## config.mk

```make
export PLATFORM = sky130hd
export DESIGN_NAME = stereo_slew_soft_clipper_core
export DESIGN_NICKNAME = d
export VERILOG_FILES = /design/src/rtl/core/ssc_pkg.sv /design/src/rtl/core/stereo_slew_soft_clipper_core.sv /design/src/rtl/core/ssc_ctrl.sv /design/src/rtl/core/ssc_chan.sv
export SDC_FILE = /design/constraint.sdc
export NUM_CORES = 2
export LEC_CHECK = 0
export BUFFER_PORTS_ARGS = -buffer_cell sky130_fd_sc_hd__buf_2
export CAP_MARGIN = 15
export CORE_MARGIN = 2
export CORE_UTILIZATION = 60
export DETAILED_ROUTE_END_ITERATION = 7
export PLACE_DENSITY = 0.83
export REMOVE_ABC_BUFFERS = 1
export SKIP_CTS_REPAIR_TIMING = 1
export SLEW_MARGIN = 20
export SYNTH_ARGS = -nofsm -noshare
export SYNTH_HDL_FRONTEND = slang
export SYNTH_SLANG_ARGS = --single-unit
```

## constraint.sdc

```tcl
create_clock -name clock -period 17.5 [get_ports clock]
set_input_delay 3.5 -clock clock [delete_from_list [all_inputs] [get_ports clock]]
set_output_delay 3.5 -clock clock [all_outputs]
set_load 0.05 [all_outputs]
```

## src/rtl/core/ssc_pkg.sv

```systemverilog
// Types, constants and command codes shared by the soft clipper modules.
package ssc_pkg;

   // Sample format: signed, four integer bits (Q3.20 at 24 bits).
   localparam int SAMPLE_BITS = 24;
   localparam int FRAC        = SAMPLE_BITS - 4;
   localparam int CSHIFT      = 28 - FRAC;

   // Delay line depth and the width of an index into it.
   localparam int MAX_SPACING = 16;
   localparam int IDX_W       = (MAX_SPACING > 1) ? $clog2(MAX_SPACING) : 1;
   localparam int SPC_W       = 5;

   typedef logic signed [SAMPLE_BITS-1:0]   sample_type;
   typedef logic signed [SAMPLE_BITS+1:0]   wide_type;
   typedef logic signed [2*SAMPLE_BITS-1:0] product_type;
   typedef logic        [IDX_W-1:0]         index_type;
   typedef logic        [SPC_W-1:0]         spacing_type;

   // Coefficients held with 28 fraction bits.
   localparam longint Q28_HARD = 165902236;
   localparam longint Q28_SOFT = 102533220;
   localparam longint Q28_REFC = 434337692;

   // Round a Q.28 constant to nearest into the sample fraction.
   function automatic longint from_q28(input longint c);
      longint r;
      if (CSHIFT <= 0) begin
         r = c;
      end else begin
         r = (c + (longint'(1) <<< (CSHIFT - 1))) >>> CSHIFT;
      end
      return r;
   endfunction

   localparam sample_type ONE      = sample_type'(longint'(1) <<< FRAC);
   localparam sample_type NEG_ONE  = sample_type'(-(longint'(1) <<< FRAC));
   localparam sample_type HARD     = sample_type'(from_q28(Q28_HARD));
   localparam sample_type NEG_HARD = sample_type'(-from_q28(Q28_HARD));
   localparam sample_type SOFT     = sample_type'(from_q28(Q28_SOFT));
   localparam sample_type REFC     = sample_type'(from_q28(Q28_REFC));
   localparam sample_type NEG_REFC = sample_type'(-from_q28(Q28_REFC));
   localparam wide_type   FOUR     = wide_type'(longint'(4) <<< FRAC);
   localparam wide_type   NEG_FOUR = wide_type'(-(longint'(4) <<< FRAC));

   // Half an output LSB, added to a product before the shift.
   localparam product_type ROUND_HALF = product_type'(longint'(1) <<< (FRAC - 1));

   // Controller states.
   typedef enum logic [3:0] {
      ST_IDLE,
      ST_MUL_POS,
      ST_UPD_POS,
      ST_MUL_PX,
      ST_UPD_PX,
      ST_MUL_NEG,
      ST_UPD_NEG,
      ST_MUL_NX,
      ST_UPD_NX,
      ST_COMMIT
   } ctrl_state_type;

   // Datapath operations.
   typedef enum logic [3:0] {
      OP_NONE,
      OP_LOAD,
      OP_MUL_POS,
      OP_UPD_POS,
      OP_MUL_PX,
      OP_UPD_PX,
      OP_MUL_NEG,
      OP_UPD_NEG,
      OP_MUL_NX,
      OP_UPD_NX,
      OP_COMMIT
   } dp_op_type;

   // Command from the controller to both channel datapaths.
   typedef struct packed {
      dp_op_type op;
   } cmd_type;

endpackage

```

## src/rtl/core/stereo_slew_soft_clipper_core.sv

```systemverilog
// The sequencer runs four multiply-and-update steps through the one multiplier
// of each channel and takes a new request only after the last one is committed.
// A finished result waits in the output register while the next request runs.
// Reset is synchronous: it clears the delay lines, the overshoot flags and the
// handshake state, and sets the spacing register to 1.
module stereo_slew_soft_clipper_core (
   input  logic                clock,
   input  logic                reset,
   input  logic                req_valid,
   output logic                req_ready,
   input  ssc_pkg::sample_type req_left_sample,
   input  ssc_pkg::sample_type req_right_sample,
   output logic                rsp_valid,
   input  logic                rsp_ready,
   output ssc_pkg::sample_type rsp_left_result,
   output ssc_pkg::sample_type rsp_right_result,
   input  logic                csr_valid,
   output logic                csr_ready,
   input  ssc_pkg::spacing_type csr_spacing
);

   ssc_pkg::spacing_type spacing_ff, spacing_in;
   ssc_pkg::index_type   last_idx;
   ssc_pkg::cmd_type     cmd;

   // Spacing register, always writable.
   assign csr_ready = 1'b1;

   always_comb begin
      spacing_in = spacing_ff;
      if (csr_valid) begin
         spacing_in = csr_spacing;
      end
   end

   always_ff @(posedge clock) begin
      if (reset) begin
         spacing_ff <= ssc_pkg::spacing_type'(1);
      end else begin
         spacing_ff <= spacing_in;
      end
   end

   // Tail position of the delay line; zero acts as one, large values saturate.
   always_comb begin
      if (spacing_ff == '0) begin
         last_idx = '0;
      end else if (int'(spacing_ff) > ssc_pkg::MAX_SPACING) begin
         last_idx = ssc_pkg::index_type'(ssc_pkg::MAX_SPACING - 1);
      end else begin
         last_idx = ssc_pkg::index_type'(spacing_ff - ssc_pkg::spacing_type'(1));
      end
   end

   ssc_ctrl u_ctrl (
      .clock     (clock),
      .reset     (reset),
      .req_valid (req_valid),
      .req_ready (req_ready),
      .rsp_valid (rsp_valid),
      .rsp_ready (rsp_ready),
      .cmd       (cmd)
   );

   ssc_chan u_left (
      .clock    (clock),
      .reset    (reset),
      .cmd      (cmd),
      .sample   (req_left_sample),
      .last_idx (last_idx),
      .result   (rsp_left_result)
   );

   ssc_chan u_right (
      .clock    (clock),
      .reset    (reset),
      .cmd      (cmd),
      .sample   (req_right_sample),
      .last_idx (last_idx),
      .result   (rsp_right_result)
   );

endmodule

```

## src/rtl/core/ssc_ctrl.sv

```systemverilog
// Sequencer that steps both channel datapaths through one request.
module ssc_ctrl (
   input  logic             clock,
   input  logic             reset,
   input  logic             req_valid,
   output logic             req_ready,
   output logic             rsp_valid,
   input  logic             rsp_ready,
   output ssc_pkg::cmd_type cmd
);

   ssc_pkg::ctrl_state_type state_ff, state_in;
   logic                    rsp_valid_ff, rsp_valid_in;
   logic                    out_free;
   logic                    commit_go;

   // The output register can take a new result when empty or being drained.
   assign out_free  = !rsp_valid_ff || rsp_ready;
   assign rsp_valid = rsp_valid_ff;

   // Next state.
   always_comb begin
      state_in = state_ff;
      unique case (state_ff)
         ssc_pkg::ST_IDLE: begin
            if (req_valid) begin
               state_in = ssc_pkg::ST_MUL_POS;
            end
         end
         ssc_pkg::ST_MUL_POS: state_in = ssc_pkg::ST_UPD_POS;
         ssc_pkg::ST_UPD_POS: state_in = ssc_pkg::ST_MUL_PX;
         ssc_pkg::ST_MUL_PX:  state_in = ssc_pkg::ST_UPD_PX;
         ssc_pkg::ST_UPD_PX:  state_in = ssc_pkg::ST_MUL_NEG;
         ssc_pkg::ST_MUL_NEG: state_in = ssc_pkg::ST_UPD_NEG;
         ssc_pkg::ST_UPD_NEG: state_in = ssc_pkg::ST_MUL_NX;
         ssc_pkg::ST_MUL_NX:  state_in = ssc_pkg::ST_UPD_NX;
         ssc_pkg::ST_UPD_NX:  state_in = ssc_pkg::ST_COMMIT;
         ssc_pkg::ST_COMMIT: begin
            if (out_free) begin
               state_in = ssc_pkg::ST_IDLE;
            end
         end
         default: state_in = ssc_pkg::ST_IDLE;
      endcase
   end

   // Outputs: handshake and datapath command.
   always_comb begin
      req_ready = 1'b0;
      commit_go = 1'b0;
      cmd.op    = ssc_pkg::OP_NONE;
      unique case (state_ff)
         ssc_pkg::ST_IDLE: begin
            req_ready = 1'b1;
            if (req_valid) begin
               cmd.op = ssc_pkg::OP_LOAD;
            end
         end
         ssc_pkg::ST_MUL_POS: cmd.op = ssc_pkg::OP_MUL_POS;
         ssc_pkg::ST_UPD_POS: cmd.op = ssc_pkg::OP_UPD_POS;
         ssc_pkg::ST_MUL_PX:  cmd.op = ssc_pkg::OP_MUL_PX;
         ssc_pkg::ST_UPD_PX:  cmd.op = ssc_pkg::OP_UPD_PX;
         ssc_pkg::ST_MUL_NEG: cmd.op = ssc_pkg::OP_MUL_NEG;
         ssc_pkg::ST_UPD_NEG: cmd.op = ssc_pkg::OP_UPD_NEG;
         ssc_pkg::ST_MUL_NX:  cmd.op = ssc_pkg::OP_MUL_NX;
         ssc_pkg::ST_UPD_NX:  cmd.op = ssc_pkg::OP_UPD_NX;
         ssc_pkg::ST_COMMIT: begin
            if (out_free) begin
               commit_go = 1'b1;
               cmd.op    = ssc_pkg::OP_COMMIT;
            end
         end
         default: cmd.op = ssc_pkg::OP_NONE;
      endcase
   end

   // Result valid flag: set on commit, cleared when the result is taken.
   always_comb begin
      rsp_valid_in = rsp_valid_ff;
      if (commit_go) begin
         rsp_valid_in = 1'b1;
      end else if (rsp_ready) begin
         rsp_valid_in = 1'b0;
      end
   end

   always_ff @(posedge clock) begin
      if (reset) begin
         state_ff     <= ssc_pkg::ST_IDLE;
         rsp_valid_ff <= 1'b0;
      end else begin
         state_ff     <= state_in;
         rsp_valid_ff <= rsp_valid_in;
      end
   end

endmodule

```

## src/rtl/core/ssc_chan.sv

```systemverilog
// Datapath of one channel: clamp, slew limit, soft clip and delay line.
module ssc_chan (
   input  logic                clock,
   input  logic                reset,
   input  ssc_pkg::cmd_type    cmd,
   input  ssc_pkg::sample_type sample,
   input  ssc_pkg::index_type  last_idx,
   output ssc_pkg::sample_type result
);

   ssc_pkg::sample_type  x_ff, x_in;
   ssc_pkg::sample_type  last_ff, last_in;
   ssc_pkg::product_type prod_ff, prod_in;
   ssc_pkg::sample_type  result_ff, result_in;
   logic                 pos_over_ff, pos_over_in;
   logic                 neg_over_ff, neg_over_in;
   ssc_pkg::sample_type  line_ff [ssc_pkg::MAX_SPACING];
   ssc_pkg::sample_type  line_in [ssc_pkg::MAX_SPACING];

   ssc_pkg::sample_type  prev;
   ssc_pkg::wide_type    in_wide;
   ssc_pkg::wide_type    clamped;
   ssc_pkg::wide_type    prev_wide;
   ssc_pkg::wide_type    diff;
   ssc_pkg::wide_type    slewed;
   ssc_pkg::sample_type  mul_a, mul_b;
   ssc_pkg::product_type rnd_full;
   ssc_pkg::sample_type  rnd;

   // The previous sample is always the head of the delay line, the oldest one held.
   assign prev   = line_ff[0];
   assign result = result_ff;

   // Clamp to plus or minus four, then limit the step against the previous sample.
   always_comb begin
      in_wide   = ssc_pkg::wide_type'(sample);
      prev_wide = ssc_pkg::wide_type'(prev);
      if (in_wide > ssc_pkg::FOUR) begin
         clamped = ssc_pkg::FOUR;
      end else if (in_wide < ssc_pkg::NEG_FOUR) begin
         clamped = ssc_pkg::NEG_FOUR;
      end else begin
         clamped = in_wide;
      end
      diff = clamped - prev_wide;
      if (diff > ssc_pkg::wide_type'(ssc_pkg::HARD)) begin
         slewed = prev_wide + ssc_pkg::wide_type'(ssc_pkg::HARD);
      end else if (diff < ssc_pkg::wide_type'(ssc_pkg::NEG_HARD)) begin
         slewed = prev_wide + ssc_pkg::wide_type'(ssc_pkg::NEG_HARD);
      end else begin
         slewed = clamped;
      end
   end

   // Operand selection for the shared multiplier.
   always_comb begin
      mul_a = ssc_pkg::sample_type'(last_ff);
      mul_b = ssc_pkg::SOFT;
      case (cmd.op)
         ssc_pkg::OP_MUL_POS: begin
            if (x_ff < last_ff) begin
               mul_a = x_ff;
               mul_b = ssc_pkg::SOFT;
            end else begin
               mul_a = last_ff;
               mul_b = ssc_pkg::HARD;
            end
         end
         ssc_pkg::OP_MUL_NEG: begin
            if (x_ff > last_ff) begin
               mul_a = x_ff;
               mul_b = ssc_pkg::SOFT;
            end else begin
               mul_a = last_ff;
               mul_b = ssc_pkg::HARD;
            end
         end
         default: begin
            mul_a = last_ff;
            mul_b = ssc_pkg::SOFT;
         end
      endcase
      prod_in = ssc_pkg::product_type'(mul_a) * ssc_pkg::product_type'(mul_b);
   end

   // Registered product rounded to nearest, ties upward.
   always_comb begin
      rnd_full = (prod_ff + ssc_pkg::ROUND_HALF) >>> ssc_pkg::FRAC;
      rnd      = ssc_pkg::sample_type'(rnd_full);
   end

   // Per-operation state updates.
   always_comb begin
      x_in        = x_ff;
      last_in     = last_ff;
      pos_over_in = pos_over_ff;
      neg_over_in = neg_over_ff;
      result_in   = result_ff;
      line_in     = line_ff;
      unique case (cmd.op)
         ssc_pkg::OP_NONE: begin
            x_in = x_ff;
         end
         ssc_pkg::OP_LOAD: begin
            x_in    = ssc_pkg::sample_type'(slewed);
            last_in = prev;
         end
         ssc_pkg::OP_MUL_POS, ssc_pkg::OP_MUL_PX,
         ssc_pkg::OP_MUL_NEG, ssc_pkg::OP_MUL_NX: begin
            x_in = x_ff;
         end
         ssc_pkg::OP_UPD_POS: begin
            if (pos_over_ff) begin
               last_in = ((x_ff < last_ff) ? ssc_pkg::ONE : ssc_pkg::HARD) + rnd;
            end
         end
         ssc_pkg::OP_UPD_PX: begin
            pos_over_in = (x_ff > ssc_pkg::REFC);
            if (x_ff > ssc_pkg::REFC) begin
               x_in = ssc_pkg::ONE + rnd;
            end
         end
         ssc_pkg::OP_UPD_NEG: begin
            if (neg_over_ff) begin
               last_in = ((x_ff > last_ff) ? ssc_pkg::NEG_ONE : ssc_pkg::NEG_HARD) + rnd;
            end
         end
         ssc_pkg::OP_UPD_NX: begin
            neg_over_in = (x_ff < ssc_pkg::NEG_REFC);
            if (x_ff < ssc_pkg::NEG_REFC) begin
               x_in = ssc_pkg::NEG_ONE + rnd;
            end
         end
         ssc_pkg::OP_COMMIT: begin
            // Shift the used part of the line and put the new sample at its tail.
            for (int k = 0; k < ssc_pkg::MAX_SPACING - 1; k++) begin
               if (ssc_pkg::index_type'(k) < last_idx) begin
                  line_in[k] = line_ff[k+1];
               end
            end
            line_in[last_idx] = x_ff;
            result_in         = last_ff;
         end
         default: begin
            x_in = x_ff;
         end
      endcase
   end

   // State that reset clears.
   always_ff @(posedge clock) begin
      if (reset) begin
         pos_over_ff <= 1'b0;
         neg_over_ff <= 1'b0;
         line_ff     <= '{default: '0};
      end else begin
         pos_over_ff <= pos_over_in;
         neg_over_ff <= neg_over_in;
         line_ff     <= line_in;
      end
   end

   // Working registers.
   always_ff @(posedge clock) begin
      x_ff      <= x_in;
      last_ff   <= last_in;
      prod_ff   <= prod_in;
      result_ff <= result_in;
   end

endmodule

```

Yosys cells after proc, flatten, opt, wreduce, memory -nomap -nowiden

Cells that the tools add are included.

Mux-type cells: 113
Eq/ne operators: 27
$add $sub $neg: 17
Reductions and logical operators: 13
$lt $le $gt $ge: 34
Bitwise gates (word level): 1
$mul: 2

Operator list:

| operator                                                        | count |
|---|---|
| 2-to-1 mux 24 bit                                               | 77 |
| bitwise mux 384 bit                                             | 2 |
| case mux 24 bit (3 select lines)                                | 4 |
| 2-to-1 mux 26 bit                                               | 4 |
| adder 24 x 21 -> 24 bit, second input constant                  | 4 |
| adder 24 bit                                                    | 4 |
| demux 24 bit (select 4 bit)                                     | 1 |
| case mux 24 bit (2 select lines)                                | 2 |
| adder 44 x 21 -> 44 bit, second input constant                  | 2 |
| multiplier 24 x 21 -> 44 bit                                    | 2 |
| 2-to-1 mux 20 bit                                               | 4 |
| case mux 20 bit (2 select lines)                                | 2 |
| case mux 4 bit (10 select lines)                                | 2 |
| greater-than comparator 26 x 21 -> 1 bit, second input constant | 2 |
| < comparator 26 x 21 -> 1 bit, second input constant            | 2 |
| subtractor 26 x 24 -> 26 bit                                    | 2 |
| adder 21 x 24 -> 24 bit, first input constant                   | 2 |
| adder 22 x 24 -> 24 bit, first input constant                   | 2 |
| greater-than comparator 24 x 22 -> 1 bit, second input constant | 2 |
| greater-than comparator 24 bit                                  | 2 |
| greater-than comparator 24 bit, second input constant           | 2 |
| < comparator 24 x 22 -> 1 bit, second input constant            | 2 |
| < comparator 24 x 23 -> 1 bit, second input constant            | 2 |
| < comparator 24 bit                                             | 2 |
| other kinds (28)                                                | 75 |

Input port bits: 58
Register bits after elaboration: 1014

Logic depth before layout (Yosys ltp)

Word-level depth: 9
Mapped depth: 43
Gate-level depth less buffers: 39

By module

A second synthesis with hierarchy kept.

Cell total of the unflattened synthesis: 8144
Area total of the unflattened synthesis: 73419.2 um^2

By module, submodules not included:

| module                        | times used | cells an instance | area each (um^2) |
|---|---|---|---|
| ssc_chan at u_left            | 1          | 4005              | 36608.9 |
| ssc_chan at u_right           | 1          | 4067              | 36242.3 |
| stereo_slew_soft_clipper_core | 1          | 38                | 292.8 |
| ssc_ctrl                      | 1          | 34                | 275.3 |

Least setup slack after synthesis

OpenSTA, ideal clock, no wires.

Kind: reg2reg
Start: register u_right.last_ff[1]
End: register u_right.prod_ff[35]
Buffers on the path: 2
Cell stages (with the launch flop): 39
Setup slack: 8.184 ns
Setup time: 0.072 ns
Arrival: 9.243 ns
Data required time: 17.428 ns
Path through: edfxtp_1 inv_1 ha_1 nor2b_1 o21a_1 o21ai_0 a21oi_1 o31a_1 o21bai_1 nand2_1 mux2i_2 buf_2 clkbuf_1 nand2_1 o21a_1 nor2_1 inv_1 fa_1 [3 not listed] fa_1 fa_1 fa_1 ha_1 ha_1 a21o_1 a21o_1 a21oi_1 nor2b_1 o21ai_0 a21oi_1 o21ai_0 nand2b_1 a2111oi_2 o31ai_1 a22o_1 o41ai_1 xnor2_1

Longest elaborated chain between the ends: 4
Elaborated cells on any way between the ends: 9

Ends and longest elaborated chain:

| element                                                                              | line                           | source |
|---|---|---|
| start, declared                                                                      | ssc_chan.sv:12                 | `ssc_pkg::sample_type last_ff, last_in;` |
| start signal, assigned                                                               | ssc_chan.sv:166                | `last_ff <= last_in;` |
| greater-than comparator 24 bit or < comparator 24 bit (tied branches)                | ssc_chan.sv:70, ssc_chan.sv:61 |  |
| 2-to-1 mux 24 bit, or another cell as far along                                      | ssc_chan.sv:70                 | `if (x_ff > last_ff) begin` |
| case mux 24 bit (2 select lines) or case mux 20 bit (2 select lines) (tied branches) | ssc_chan.sv:59                 | `case (cmd.op)` |
| multiplier 24 x 21 -> 44 bit *                                                       | ssc_chan.sv:83                 | `prod_in = ssc_pkg::product_type'(mul_a) * ssc_pkg::product_type'(mul_b);` |
| via u_right.prod_in[35]                                                              | ssc_chan.sv:13                 | `ssc_pkg::product_type prod_ff, prod_in;` |
| end signal, assigned                                                                 | ssc_chan.sv:167                | `prod_ff <= prod_in;` |
| end, declared                                                                        | ssc_chan.sv:13                 |  |

Mark *: on every way through the listed nets, which the timed path passes. The rest lies on a longest branch.
A chain may end at the register's enable or synchronous reset.

Final worst setup path

Start: register u_right.x_ff[1]
End: register u_right.prod_ff[41]

Longest elaborated chain between the ends: 4
Elaborated cells on any way between the ends: 9

Ends and longest elaborated chain:

| element                                                                              | line                           | source |
|---|---|---|
| start, declared                                                                      | ssc_chan.sv:11                 | `ssc_pkg::sample_type x_ff, x_in;` |
| start signal, assigned                                                               | ssc_chan.sv:165                | `x_ff <= x_in;` |
| greater-than comparator 24 bit or < comparator 24 bit (tied branches)                | ssc_chan.sv:70, ssc_chan.sv:61 |  |
| 2-to-1 mux 24 bit, or another cell as far along                                      | ssc_chan.sv:70                 |  |
| case mux 24 bit (2 select lines) or case mux 20 bit (2 select lines) (tied branches) | ssc_chan.sv:59                 |  |
| multiplier 24 x 21 -> 44 bit *                                                       | ssc_chan.sv:83                 |  |
| via u_right.prod_in[41]                                                              | ssc_chan.sv:13                 |  |

Marks and branches as above.

==> summary.md <==
| Metric | Value |
|---|---|
| Clock buffer depth | 3 |
| Crit path max-delay family | adder cells |
| Startpoint types | flop |
| Outcome | finished clean |
| Synth async-reset ratio | 0 |
| Top FF cell, synth | dfxtp_1 |
| Commonest non-fill, non-tap cell in the layout | nor2_1 |
| Post-Synth XOR/XNOR Area | 0.0298 |
| Ports | 109 |
| Slowest cell on crit path | nor2_1 |
| Worst hold path type | reg -> reg |
| Die X-Extent | 353 microns |
| Antenna-violating nets left | 0 |
| Routability cong. | 1.02 |
| Simple logic cell fraction of the synthesized area | 0.153 |
| Clock tree from TritonCTS | built |
| Worst Hold End | u_right.line_ff[17] |
| Share of cells above drive strength 1 | 0.0658 |
| Synth unique cells | 96 |
| Vias per inst | 6.65 |
| Die H | 353 microns |
| Worst R2R End | u_right.prod_ff[41] |
| Post-synth EDFFs | 144 |
| Slew headroom | 0.156 |
| Tcrit/Tclk final | 0.639 |
| GRT Total Usage | 0.374 |
| Initial DRC count | 8895 |
| Place WS | 6540 ps |
| Dpl cell area | 74600 sq um |
| Synth Register Bits | 976 |
| First drt pass iteration count | 7 |
| Hold Vio Cnt, Final | 0 |
| Via count | 64403 |
| R2r setup slk | 6320 ps |
| Initial core utilization | 0.603 |
| Clk_lat worst skew | 700 ps |
| Post-route cell area | 78000 sq um |
| Antenna violations before repair | 13 |
| Cells on worst reg2reg path | 36 |
| Htree depth | 3 |
| Post-Route Hold Slack | 459 ps |
| Total Wirelength | 239000 microns |
| CP Data Arrival Time | 11760 ps |
| Crit path kind | reg -> reg |
| Worst-path clk slew | 70 ps |
| Grt ovf | 0 |
| Worst Path Required | 18080 ps |
| Slew Limit Fails | 0 |
| Nets | 9182 |
| Post-Syn Area | 73300 sq um |
| Largest family of logic cells by synthesized area | adder cells |
| Cells after synthesis | 8293 |
| Adder-cell area share of the yosys netlist | 0.262 |
| Worst r2r src | u_right.x_ff[1] |
| Die ar. | 125000 sq um |
| Clock Skew | 33.3 ps |
| Syn avg cell area | 8.84 sq um |
| Number of global-route vias before repair | 63151 |
| Hold path start | u_right.line_ff[17] |
| Ys Warns | 0 |
| CP Capture Type | flop |
| Slowest stage delay, CP | 820 ps |
| Unrepaired setup endpoints after global routing | false |
| DR WL/cell | 24.7 microns |
| Seq/Total Area, Yosys | 0.286 |
| Max-cap check violation count | 0 |
| Largest fanout on the critical path | 46 |
| Crit path time final | 11180 ps |
| Most frequent cells in the layout | 1053 x nor2_1, 832 x dfxtp_1, 806 x inv_1 |
| Max Clock Freq | 0.0894 GHz |
| Total core area | 122000 sq um |
| Largest net degree at the start of global routing | 224 |
| P&R area growth vs syn | 6.46% |
| Hold Crit Depth | 2 |
| Setup-failing EPs final | 0 |
| Cell repeated most along the worst path | fa_1 |
| I/O Buffers | 107 |
| Clock root cell | clkbuf_16 |
| Final HPWL DP | 163000 microns |
| TritonCTS Buffers | 100 |
| Post-synthesis mux area share | 0.0189 |
| CTS sink count | 976 |
| Standard-cell rows | 128 |
| Setup TNS | 0 ps |
| Worst Max-Slew Pin Slew | 1270 ps |
| Compound-gate portion of the synthesized area | 0.174 |
| CP Buf/Inv Count | 3 |
| First-pass GRT wire length | 368000 microns |
| Residual DRC | 0 |
| Setup ws final | 6320 ps |
| Setup crit start | u_right.x_ff[1] |
[metal layers]
| metal | track usage | vias to the layer above | share of wire |
|---|---|---|---|
| li1 | - | 28130 | - |
| met1 | 0.498 | 31050 | 0.38 |
| met2 | 0.570 | 4253 | 0.44 |
| met3 | 0.0937 | 952 | 0.13 |
| met4 | 0.187 | 18 | 0.056 |
| met5 | 0 | - | 0.00061 |
[cell families after synthesis]
group | after synthesis
AOI/OAI and AO/OA | 1800
xor gates and xnor gates | 249
adders and majority gates | 1148
buffers and inverters | 1455
DFF | 976
muxes | 135
other | 2
and+or+nand+nor | 2528
[synthesized netlist by cell type, types with 14 or more instances]
cell	instances	area, sq um
nand3_1	85	425
mux2i_1	112	1120
a21o_1	65	488
nor2b_1	28	175
a221oi_1	388	3400
or3_1	17	106
mux2_2	22	248
a21oi_1	254	1270
a211oi_1	318	2390
and2_1	61	382
buf_1	43	161
dfxtp_1	832	16700
o21a_1	54	405
o21ai_0	275	1380
inv_1	807	3030
a22oi_1	150	1130
and3_1	43	269
nand2_1	501	1880
or2_2	48	300
o22ai_1	62	388
buf_2	22	110
fa_1	644	12900
clkbuf_1	570	2140
xnor2_1	184	1610
o31ai_1	29	218
nand2b_1	35	219
nor2_1	1077	4040
nand4_1	43	269
o21bai_1	18	135
ha_1	503	6290
xor2_1	65	569
nor3_1	521	2610
o211ai_1	14	105
nor4_1	26	163
edfxtp_1	144	4320
a31oi_1	27	169
[worst register-to-register path, delay by kind of cell (launching register included)]
kind	cells	cell delay (ps)
buffers and inverters	3	710
adder cells (fa/ha/maj)	9	4020
AO/OA/AOI/OAI	16	3650
AND/OR/NAND/NOR	6	1550
XOR/XNOR	1	150
multiplexers	1	220
flip-flops	1	760
[cell type report]
class	instances	area [sq um]
multi-input cells	5881	47200
clock buffers	142	2900
inverters	812	3060
clock inverters	43	483
flip-flops and latches	976	21000
diodes	2	5.00
fillers	9926	43600
well taps	1625	2030
repair buffers	206	1330
[state kept, by name, summed over array words and instances (netlist names)]
name                 count
u_right.x_ff            24
u_ctrl.rsp_valid         1
u_left.line_ff         360
u_right.last_ff         24
u_left.result           24
u_left.prod_ff          25
u_left.x_ff             24
u_ctrl.state_ff          4
u_right.prod_ff         25
u_right.result          24
u_right.neg_over_ff      1
u_left.prev             24
u_left.pos_over_ff       1
spacing_ff               5
u_left.neg_over_ff       1
u_right.prev            24
u_left.last_ff          24
u_right.line_ff        360
u_right.pos_over_ff      1
[how the worst max path moves through the flow]
stage | end | depth (start not counted)
2_1_floorplan | u_left.line_ff[120] | 6
3_3_place_gp | u_right.prod_ff[41] | 36
3_5_place_dp | u_right.prod_ff[41] | 36
4_1_cts | u_right.prod_ff[41] | 36
5_1_grt | u_right.prod_ff[41] | 36
6_report | u_right.prod_ff[41] | 36
[metrics by stage]
| step | utilization | instances |
|---|---|---|
| floorplan | - | 7669 |
| global placement | 0.614 | 9500 |
| detailed placement | 0.614 | 9500 |
| CTS | 0.642 | 9685 |
| global route | 0.642 | 9686 |
| finish | 0.642 | 9687 |
Power is left out: the tool's default activity adds up to more than one toggle a clock period on the data nets, which glitch-free logic cannot reach.
